$ cat src/hdl/kwtt_pkg.sv
// Shared types and constants for the keyed watchdog timeout table.
package kwtt_pkg;

	localparam int MAX_RESULTS = 8;
	localparam int CNT_W       = $clog2(MAX_RESULTS + 1);

	localparam logic FUNC_CHECK   = 1'b0;
	localparam logic FUNC_REFRESH = 1'b1;

	typedef struct packed {
		logic        func;
		logic [63:0] serial;
		logic [31:0] now_ms;
		logic [31:0] timeout_ms;
		logic [15:0] limit_watts;
	} cmd_t;

	typedef struct packed {
		logic [63:0] expired_serial;
		logic [15:0] fallback_watts;
		logic        last;
	} rsp_t;

	typedef struct packed {
		logic [63:0] key;
		logic [31:0] deadline;
		logic [15:0] watts;
	} entry_t;

	typedef struct packed {
		logic hit;
		logic match;
		logic free;
	} eval_t;

endpackage

$ cat src/hdl/kwtt_entry_eval.sv
// Per-entry evaluation: expiry test, key match and free-slot flag.
module kwtt_entry_eval (
	input  kwtt_pkg::cmd_t   command,
	input  kwtt_pkg::entry_t entry,
	input  logic             occupied,
	output kwtt_pkg::eval_t  flags
);

	logic [31:0] diff;

	// wrap-safe: expired when now - deadline is positive as a signed value
	assign diff        = command.now_ms - entry.deadline;
	assign flags.hit   = occupied && (diff != 32'd0) && !diff[31];
	assign flags.match = occupied && (entry.key == command.serial);
	assign flags.free  = !occupied;

endmodule

$ cat src/hdl/keyed_watchdog_timeout_table_unit.sv
// Keyed watchdog timeout table: top level with entry memory and scan sequencer.
//
// Usage: drive command and raise start; the item is taken at a clock edge where
// start is high and busy is low. func selects check or refresh.
// A refresh with a nonzero serial and timeout scans the entries (one memory read
// per entry), stops at the slot holding its serial, or else takes the lowest free
// slot, writing deadline now_ms + timeout_ms and the given watts. A full table
// drops it. Busy stays high for the scan, up to the slot with its serial, and for
// the entry write unless the table is full; an ignored refresh never raises busy.
// A check scans all entries from slot 0 and reports each expired entry on
// result, with strobe high for exactly one cycle; the entry is freed. At most
// MAX_RESULTS (8) results go out per item, the final one with last set. The
// sequencer holds one found entry back so that last can be decided, so the
// last result shows in the first cycle with busy low. A check keeps the block busy
// for its scan, one memory read per entry, plus pipeline fill and flush; the result
// cap can end the scan early. There is no stall from the receiver: results must be
// taken when strobed. Reset clears all valid bits and the sequencer at once; entry
// contents need no clearing.
module keyed_watchdog_timeout_table_unit #(
	parameter int NUM_ENTRIES = 8
) (
	input  logic             clk,
	input  logic             arst_n,
	input  logic             start,
	output logic             busy,
	input  kwtt_pkg::cmd_t   command,
	output logic             strobe,
	output kwtt_pkg::rsp_t   result
);

	localparam int IW = (NUM_ENTRIES > 1) ? $clog2(NUM_ENTRIES) : 1;
	localparam int CW = $clog2(NUM_ENTRIES + 1);

	typedef enum logic [3:0] {
		ST_IDLE  = 4'b0001,
		ST_SCAN  = 4'b0010,
		ST_FLUSH = 4'b0100,
		ST_WRITE = 4'b1000
	} state_t;

	state_t                     state_q;
	kwtt_pkg::cmd_t             cmd_q;
	kwtt_pkg::entry_t           entry_mem_q [NUM_ENTRIES];
	kwtt_pkg::entry_t           rd_data_s1;
	logic [NUM_ENTRIES-1:0]     valid_q;
	logic [CW-1:0]              rd_cnt_q;
	logic                       rd_en_s1;
	logic [IW-1:0]              idx_s1;
	logic [kwtt_pkg::CNT_W-1:0] cnt_q;
	logic                       pend_valid_q;
	logic [63:0]                pend_key_q;
	logic [15:0]                pend_watts_q;
	logic                       free_found_q;
	logic [IW-1:0]              free_idx_q;
	logic [IW-1:0]              tgt_q;
	logic                       strobe_q;
	kwtt_pkg::rsp_t             rsp_q;

	kwtt_pkg::eval_t flags;
	logic            is_check;
	logic            eval_go;
	logic            scan_end;
	logic            hit_go;
	logic            cap_full;
	logic            match_go;
	logic            issue;
	logic            ignore_refresh;

	kwtt_entry_eval u_eval (
		.command  (cmd_q),
		.entry    (rd_data_s1),
		.occupied (valid_q[idx_s1]),
		.flags    (flags)
	);

	assign is_check = (cmd_q.func == kwtt_pkg::FUNC_CHECK);
	assign eval_go  = (state_q == ST_SCAN) && rd_en_s1;
	assign scan_end = eval_go && (idx_s1 == IW'(NUM_ENTRIES - 1));
	assign hit_go   = eval_go && is_check && flags.hit;
	assign cap_full = hit_go && (cnt_q == kwtt_pkg::CNT_W'(kwtt_pkg::MAX_RESULTS - 1));
	assign match_go = eval_go && !is_check && flags.match;
	assign issue    = (state_q == ST_SCAN) && (rd_cnt_q < CW'(NUM_ENTRIES));

	assign ignore_refresh = (command.func == kwtt_pkg::FUNC_REFRESH) &&
		((command.serial == 64'd0) || (command.timeout_ms == 32'd0));

	// entry memory: one read port during scan, one write at the end of a refresh
	always_ff @(posedge clk) begin
		if (issue) begin
			rd_data_s1 <= entry_mem_q[rd_cnt_q[IW-1:0]];
		end
		if (state_q == ST_WRITE) begin
			entry_mem_q[tgt_q] <= '{key:      cmd_q.serial,
			                        deadline: cmd_q.now_ms + cmd_q.timeout_ms,
			                        watts:    cmd_q.limit_watts};
		end
	end

	// payload registers
	always_ff @(posedge clk) begin
		if ((state_q == ST_IDLE) && start) begin
			cmd_q <= command;
		end
		if (issue) begin
			idx_s1 <= rd_cnt_q[IW-1:0];
		end
		if (hit_go) begin
			pend_key_q   <= rd_data_s1.key;
			pend_watts_q <= rd_data_s1.watts;
		end
		if (hit_go && pend_valid_q) begin
			rsp_q <= '{expired_serial: pend_key_q, fallback_watts: pend_watts_q, last: 1'b0};
		end else if ((state_q == ST_FLUSH) && pend_valid_q) begin
			rsp_q <= '{expired_serial: pend_key_q, fallback_watts: pend_watts_q, last: 1'b1};
		end
		if (eval_go && !is_check && flags.free && !free_found_q) begin
			free_idx_q <= idx_s1;
		end
		if (match_go) begin
			tgt_q <= idx_s1;
		end else if (scan_end && !is_check) begin
			tgt_q <= free_found_q ? free_idx_q : idx_s1;
		end
	end

	// control
	always_ff @(posedge clk or negedge arst_n) begin
		if (!arst_n) begin
			state_q      <= ST_IDLE;
			valid_q      <= '0;
			rd_cnt_q     <= '0;
			rd_en_s1     <= 1'b0;
			cnt_q        <= '0;
			pend_valid_q <= 1'b0;
			free_found_q <= 1'b0;
			strobe_q     <= 1'b0;
		end else begin
			strobe_q <= 1'b0;
			rd_en_s1 <= issue;
			if (issue) begin
				rd_cnt_q <= rd_cnt_q + CW'(1);
			end
			unique case (state_q)
				ST_IDLE: begin
					rd_cnt_q     <= '0;
					cnt_q        <= '0;
					free_found_q <= 1'b0;
					pend_valid_q <= 1'b0;
					if (start && !ignore_refresh) begin
						state_q <= ST_SCAN;
					end
				end
				ST_SCAN: begin
					if (is_check) begin
						if (hit_go) begin
							valid_q[idx_s1] <= 1'b0;
							cnt_q           <= cnt_q + kwtt_pkg::CNT_W'(1);
							pend_valid_q    <= 1'b1;
							strobe_q        <= pend_valid_q;
						end
						if (cap_full || scan_end) begin
							state_q <= ST_FLUSH;
						end
					end else begin
						if (eval_go && flags.free) begin
							free_found_q <= 1'b1;
						end
						if (match_go) begin
							state_q <= ST_WRITE;
						end else if (scan_end) begin
							state_q <= (free_found_q || flags.free) ? ST_WRITE : ST_IDLE;
						end
					end
				end
				ST_FLUSH: begin
					strobe_q     <= pend_valid_q;
					pend_valid_q <= 1'b0;
					state_q      <= ST_IDLE;
				end
				ST_WRITE: begin
					valid_q[tgt_q] <= 1'b1;
					state_q        <= ST_IDLE;
				end
				default: begin
					state_q <= ST_IDLE;
				end
			endcase
		end
	end

	assign busy   = (state_q != ST_IDLE);
	assign strobe = strobe_q;
	assign result = rsp_q;

	a_last_ends_item: assert property (@(posedge clk) disable iff (!arst_n)
		(strobe && result.last) |-> (state_q == ST_IDLE))
		else $error("last result while item still in progress");

	a_result_from_check: assert property (@(posedge clk) disable iff (!arst_n)
		strobe |-> ($past(cmd_q.func) == kwtt_pkg::FUNC_CHECK))
		else $error("result produced by a refresh item");

	a_count_bound: assert property (@(posedge clk) disable iff (!arst_n)
		cnt_q <= kwtt_pkg::CNT_W'(kwtt_pkg::MAX_RESULTS))
		else $error("result count above limit");

	a_idle_no_pending: assert property (@(posedge clk) disable iff (!arst_n)
		(state_q == ST_IDLE) |-> !pend_valid_q)
		else $error("held-back result left over at idle");

	a_write_single: assert property (@(posedge clk) disable iff (!arst_n)
		(state_q == ST_WRITE) |=> (state_q == ST_IDLE))
		else $error("entry write not followed by idle");

endmodule

$ cat config.mk
export PLATFORM = sky130hd
export DESIGN_NAME = keyed_watchdog_timeout_table_unit
export DESIGN_NICKNAME = d
export VERILOG_FILES = /design/src/hdl/kwtt_pkg.sv /design/src/hdl/kwtt_entry_eval.sv /design/src/hdl/keyed_watchdog_timeout_table_unit.sv
export SDC_FILE = /design/constraint.sdc
export NUM_CORES = 2
export LEC_CHECK = 0
export BUFFER_PORTS_ARGS = -buffer_cell sky130_fd_sc_hd__buf_2
export CAP_MARGIN = 10
export CORE_MARGIN = 3
export CORE_UTILIZATION = 61
export DETAILED_ROUTE_END_ITERATION = 8
export PLACE_DENSITY = 0.8
export SLEW_MARGIN = 10
export SYNTH_ARGS = -nofsm -noshare
export SYNTH_HDL_FRONTEND = slang
export SYNTH_HIERARCHICAL = 1
export SYNTH_SLANG_ARGS = --single-unit
$ cat constraint.sdc
create_clock -name clk -period 11.06 [get_ports clk]
set_clock_uncertainty 0.15 [all_clocks]
set_input_delay 1.106 -clock clk [delete_from_list [all_inputs] [get_ports clk]]
set_output_delay 1.106 -clock clk [all_outputs]
set_load 0.03 [all_outputs]
After elaboration in Yosys (flattened, before gate mapping)
Memories as Yosys holds them, arrays and structs flattened. A register that Yosys moved wholly into a read port is not among the register bits.
Index checks and enable logic that the tools add are counted.
Widths: inputs -> output; s select.
{ "word_totals": {"ff_bits": 339, "ram_bits": 896, "elab_cells": 131, "mem_count": 1} }
{ "mem_list": {"columns": ["name", "depth", "word_bits", "rd", "rd_ports_with_merged_regs", "write_ports", "line", "rtl"], "rows": [
  ["entry_mem_q", 8, 112, 1, 1, 1, "keyed_watchdog_timeout_table_unit.sv:43", "kwtt_pkg::entry_t entry_mem_q [NUM_ENTRIES];"]
]} }
{ "op_classes": {"add_sub_neg": 4, "n_lt_le_gt_ge": 5, "n_eq_ne": 15, "mux": 37, "bitwise": 4, "n_reduce_logical": 44} }
{ "ops": {"columns": ["op", "n"], "rows": [
  ["$mux 81", 2],
  ["$eq 64x64->1", 1],
  ["$logic_not 64->1", 1],
  ["$mux 4", 10],
  ["$add 32x32->32", 1],
  ["$logic_not 32->1", 1],
  ["$reduce_bool 32->1", 1],
  ["$sub 32x32->32", 1],
  ["$logic_and 1x1->1", 22],
  ["$mux 8", 2],
  ["$pmux 4 s2", 2],
  ["$pmux 8 s2", 1],
  ["$reduce_and 3->1", 5],
  ["$reduce_bool 2->1", 6],
  ["$mux 1", 11],
  ["$mux 3", 3],
  ["$add 4x1->4 const B", 2],
  ["$and 8x8->8", 1],
  ["$eq 4x3->1 const B", 2],
  ["$lt 3x4->1 const B", 2],
  ["$not 8->8", 1],
  ["$or 8x8->8", 1],
  ["$demux 1 s3", 2],
  ["$ge 3x1->1 const B", 2],
  ["other kinds (16)", 26]
]} }

Depth between registers and ports, before layout
{ "logic_depth": {"word_depth": 10, "depth_mapped": 21, "depth_no_buf": 19} }

Cells and area by module
Netlist, hierarchy kept.
{ "modules_own_cells": {"columns": ["module", "instances", "cells_each", "area_each_um2", "seq_area_each_um2"], "rows": [
  ["keyed_watchdog_timeout_table_unit", 1, 2214, 50009.2, 40319.9],
  ["kwtt_entry_eval", 1, 396, 2657.5, 0.0]
]} }

Least setup slack after synthesis
Ideal clock, no wire load.
{ "synth_path": {"kind": "reg2reg", "start": "register state_q[1]", "end": "memory entry_mem_q[0][0] in the netlist's numbering, enable pin", "setup_ns": 0.722, "arrival_time_ns": 8.549, "path_slack_ns": 1.639, "path_stages_with_launch": 4, "synth_period_minus_slack_ns": 9.421, "cell_sequence": "dfrtp_1 -> nor4b_1 -> nand2b_1 -> nor3_1"} }
{ "synth_between": {"elab_chain_len": 3} }
{ "synth_rtl": {"columns": ["element", "line", "rtl"], "rows": [
  ["from (decl)", "keyed_watchdog_timeout_table_unit.sv:41", "state_t state_q;"],
  ["from (signal assigned)", "keyed_watchdog_timeout_table_unit.sv:171", "state_q <= (free_found_q || flags.free) ? ST_WRITE : ST_IDLE;"],
  ["$eq 4x4->1", "keyed_watchdog_timeout_table_unit.sv:92", "if (state_q == ST_WRITE) begin"],
  ["$mux 1", "keyed_watchdog_timeout_table_unit.sv:92", null],
  ["$mux 1 (not written as such)", "keyed_watchdog_timeout_table_unit.sv:93", "entry_mem_q[tgt_q] <= '{key: cmd_q.serial,"],
  ["to (decl)", "keyed_watchdog_timeout_table_unit.sv:43", null]
]} }
Every way passes these cells.

==> out/results.env <==
REG_TO_REG_CRITICAL_PATH_ENDPOINT='result[13]'
TIMING_HOLD_VIOLATIONS_FINAL=0
AVGVIACOUNTPERCELL=6.46
POST_CTS_BUFFERS=0
REG2REGPATHDEPTH=19
SETUP_VIOL_COUNT_FINAL=0
DIE_WIDTH_UM=300
CTS_TREE='done'
CLK_PATH_BUF_DEPTH=3
TRITONCTS.NUM_BUFFERS=132
MAXCLOCKFREQUENCY_GHz=0.146
ROW_COUNT=107
HOLD_PATH_CLASS='primary input to asynchronous set/reset pin'
CRITICAL_PATH_CLASS='flip-flop to flip-flop'
STDCELL_COUNT=4164
FINAL.SETUP.WORST_SLACK_PS=4220
SYNTH_COMPOUND_GATE_AREA_SHARE_PCT=3.11
COMMONEST_CELLS_AFTER_ROUTING_FILL_AND_TAPS_ASIDE='sky130_fd_sc_hd__edfxtp_1 (1322), sky130_fd_sc_hd__buf_2 (231), sky130_fd_sc_hd__mux4_2 (225), sky130_fd_sc_hd__clkbuf_16 (135), sky130_fd_sc_hd__mux2_2 (115)'
PLACE_CONGESTION=0.936
CLOCK_INSERTION_DELAY_WORST_SKEW_PS=720
GRT_PASS1_VIAS=27500
END_KIND='flip-flop'
DIE_Y_UM=300
DETAIL_ROUTE.ITER0.VIOLATIONS=2587
TRANSITION_TIME_OF_THE_TIGHTEST_SLEW_CHECK_PIN_PS=1250
FINALCRITPERIODSHARE_PCT=61.9
DETAILROUTE.VIA_COUNT=26900
MUX_SHARE_OF_POST_SYNTHESIS_CELL_AREA_PCT=12.2
OUTCOME='finished clean'
ROUTE.FINAL.WIRE_LENGTH_UM=120000
FLOORPLAN.IO_PINS=231
DETAIL-ROUTE-ANTENNA-NETS=0
HTREEDEPTH=4
DRIVE_ABOVE_1_SHARE_PCT=27.2
SEQUENTIAL_CELL_AREA_FRACTION_IN_THE_YOSYS_REPORT_PCT=76.6
GRT_MAX_DEGREE=120
GRT_ANTENNA_BEFORE_REPAIR=1
LAYOUT_COMMONEST_CELL='sky130_fd_sc_hd__edfxtp_1'
GR-TOTAL-OVERFLOW=0
SYNTH.LIB_CELLS_USED.DISTINCT=83
FRACTION_OF_SYNTHESIS_FLOPS_USING_AN_ASYNCHRONOUS_SET_OR_RESET_PIN_PCT=1.78
HPWL_UM=68000
SYNTH_TOP_FAMILY_BY_AREA='multiplexers'
RSZ0062_AT_GRT='false'
POST-ROUTE-MIN-PERIOD_PS=6840
SYNTH-ADDER-AREA-SHARE_PCT=1.60
R2R_SETUP_SLACK_PS=4220
CTS.REPAIR.RESIZED=0
MAXSLEWHEADROOM_PCT=16.7
AVGSYNTHCELLAREA_UM2=20.2
DRV_CAP=0
SYNTH_ENABLE_FLOP_CELLS=1322
POWERDENSITY_mW_PER_MM2=221
INITIAL_UTILIZATION_PCT=61.7
TIMING.CRITICAL_PATH.TO='result[13]'
POWER_LEAKAGE_nW=19.8
NNETSFINAL=3129
WORST_SETUP_PATH_START_KIND='flip-flop'
PORT-BUFFER-COUNT=230
CP_DATA_REQUIRED_TIME_PS=11230
NUMCLOCKSINKS=1347
SYNTH_WARNINGS=6
CORE-AREA_MM2=0.0854
GR-USAGE-ALL-LAYERS_PCT=27.3
ROUTE.DETAILED.DRC=0
WORST_SETUP_HOLD_PATH_CLK_SLEW_PS=60
PATH_MAX_FANOUT=74
SYNTH.CELL_AREA_MM2=0.0527
SYNTHTOLAYOUTAREAGROWTH_PCT=12.7
SLEW_VIOLATIONS=0
GRT_FIRST_PASS_WIRELENGTH_UM=179000
CP.ARRIVAL_PS=7020
REGTOREGSTARTPOINT='cmd_q[48]'
DESIGN.DIE.AREA_MM2=0.0899
PLACE_WORST_SETUP_SLACK_PS=4260
DRT-PASS1-ITER-COUNT=5
SETUP-TNS-FINAL_PS=0
CTS_ROOT_BUFFER='sky130_fd_sc_hd__clkbuf_16'
CTS_HOLD_BUFFERS=0
SYN_NETS=2824
SYNTH-SIMPLE-AREA-SHARE_PCT=3.69
YS_SEQ_ELEMENTS=1347
TIMING.CRITICAL_PATH.FROM='cmd_q[48]'
YOSYS.AREA_SHARE.XOR_XNOR_PCT=1.63
SYNTH-MAIN-FF-CELL='sky130_fd_sc_hd__edfxtp_1'
NUM_ANTENNA_CELLS=0
VDD.IR_DROP.WORST_uV=183
DPL.CELL_COUNT=3924
WL_PER_CELL_UM=28.9
SYN-INSTANCE-COUNT=2610
[kinds of logic (layout without fill, tap and decap cells)]
kind of cell / after synthesis / count (layout)
buf+inv: 160 / 570
xor+xnor: 98 / 98
flops: 1347 / 1347
compound gates: 239 / 239
fa+ha+maj: 66 / 66
simple gates: 355 / 355
mux: 345 / 345
[per-stage QoR]
stage / total power [mW] / hold slack [ps] / utilization, % / cell area [um2]
global placement: 8.80 / 253 / 64.6 / 55200
floorplan: 8.23 / 250 / - / 52700
global route: 13.6 / 243 / 69.5 / 59400
detailed placement: 8.88 / 258 / 64.6 / 55200
finish: 13.1 / 230 / 69.5 / 59400
CTS: 13.2 / 194 / 69.5 / 59400
[routing by layer]
metal,part of all wire (%),routed length [um],track usage [%]
met1,37,45000,37.2
met2,50,60600,45.0
met3,8.9,10700,4.64
met4,3.5,4230,10.3
met5,0,0,0
[cell usage after synthesis, drive strengths merged, types with 4 or more instances]
library cell | number | area, um2
a2111oi | 4 | 47.6
a211oi | 9 | 77.6
a21o | 35 | 267
a21oi | 61 | 309
a221oi | 6 | 52.6
a31oi | 18 | 113
and2 | 82 | 513
and3 | 9 | 57.6
buf | 34 | 181
clkbuf | 61 | 230
dfrtp | 23 | 576
edfxtp | 1322 | 39700
ha | 64 | 801
inv | 65 | 244
mux2 | 115 | 1290
mux2i | 5 | 50.1
mux4 | 225 | 5070
nand2 | 60 | 235
nand2b | 11 | 68.8
nand3 | 14 | 70.1
nand3b | 7 | 52.6
nand4 | 25 | 156
nor2 | 64 | 240
nor2b | 5 | 31.3
nor3 | 16 | 80.1
nor4 | 37 | 231
nor4b | 5 | 50.0
o2111ai | 7 | 61.3
o211ai | 10 | 80.1
o21a | 5 | 37.5
o21ai | 36 | 180
o21bai | 5 | 37.5
o22ai | 9 | 56.3
or3 | 8 | 60.1
xnor2 | 39 | 342
xor2 | 59 | 517
[sequential cells by signal, summed over array words and instances (netlist names), 8 cells and up]
signal and count:
result 81, cmd_q 145, pend_watts_q 16, pend_key_q 64
entry_mem_q 896, valid_q 8, rd_data_s1 112
[critical path: stages (launching register included)]
cell and delay (ps):
sky130_fd_sc_hd__edfxtp_1 350, sky130_fd_sc_hd__inv_1 60, sky130_fd_sc_hd__ha_1 220, sky130_fd_sc_hd__fa_1 440, sky130_fd_sc_hd__nand2b_1 180, sky130_fd_sc_hd__a21oi_1 240
sky130_fd_sc_hd__o21ai_1 180, sky130_fd_sc_hd__o21ai_0 530, sky130_fd_sc_hd__a311oi_1 200, sky130_fd_sc_hd__o211ai_1 200, sky130_fd_sc_hd__o211ai_1 130, sky130_fd_sc_hd__xor2_1 160
sky130_fd_sc_hd__nand2_1 80, sky130_fd_sc_hd__o311a_1 280, sky130_fd_sc_hd__nand3b_1 120, sky130_fd_sc_hd__or2_2 370, sky130_fd_sc_hd__inv_4 510, sky130_fd_sc_hd__buf_4 720
sky130_fd_sc_hd__o21a_4 290, sky130_fd_sc_hd__buf_4 820
[cell type report]
class / count / area (um2)
clock inverters: 71 / 646
fillers: 5090 / 26000
flip-flops and latches: 1347 / 40300
multi-input cells: 1103 / 11800
clock buffers: 168 / 3500
inverters: 65 / 246
repair buffers: 266 / 1440
well taps: 1144 / 1430
[power by group]
| part | total [mW] | switching (mW) | internal, mW |
|---|---|---|---|
| Clock | 4.29 | 1.88 | 2.41 |
| Combinational | 2.31 | 1.34 | 0.964 |
| Sequential | 6.51 | 0.267 | 6.24 |
| Total | 13.1 | 3.49 | 9.62 |
[worst min path at each step]
stage | start | endpoint | cells after the start
4_1_cts | arst_n | valid_q[5] | 1
5_1_grt | arst_n | valid_q[5] | 1
3_3_place_gp | rd_data_s1[13] | pend_watts_q[13] | 0
2_1_floorplan | rd_data_s1[0] | pend_watts_q[0] | 0
6_report | arst_n | free_found_q | 1
3_5_place_dp | rd_data_s1[8] | pend_watts_q[8] | 0
Power figures use the tool's default switching activity.
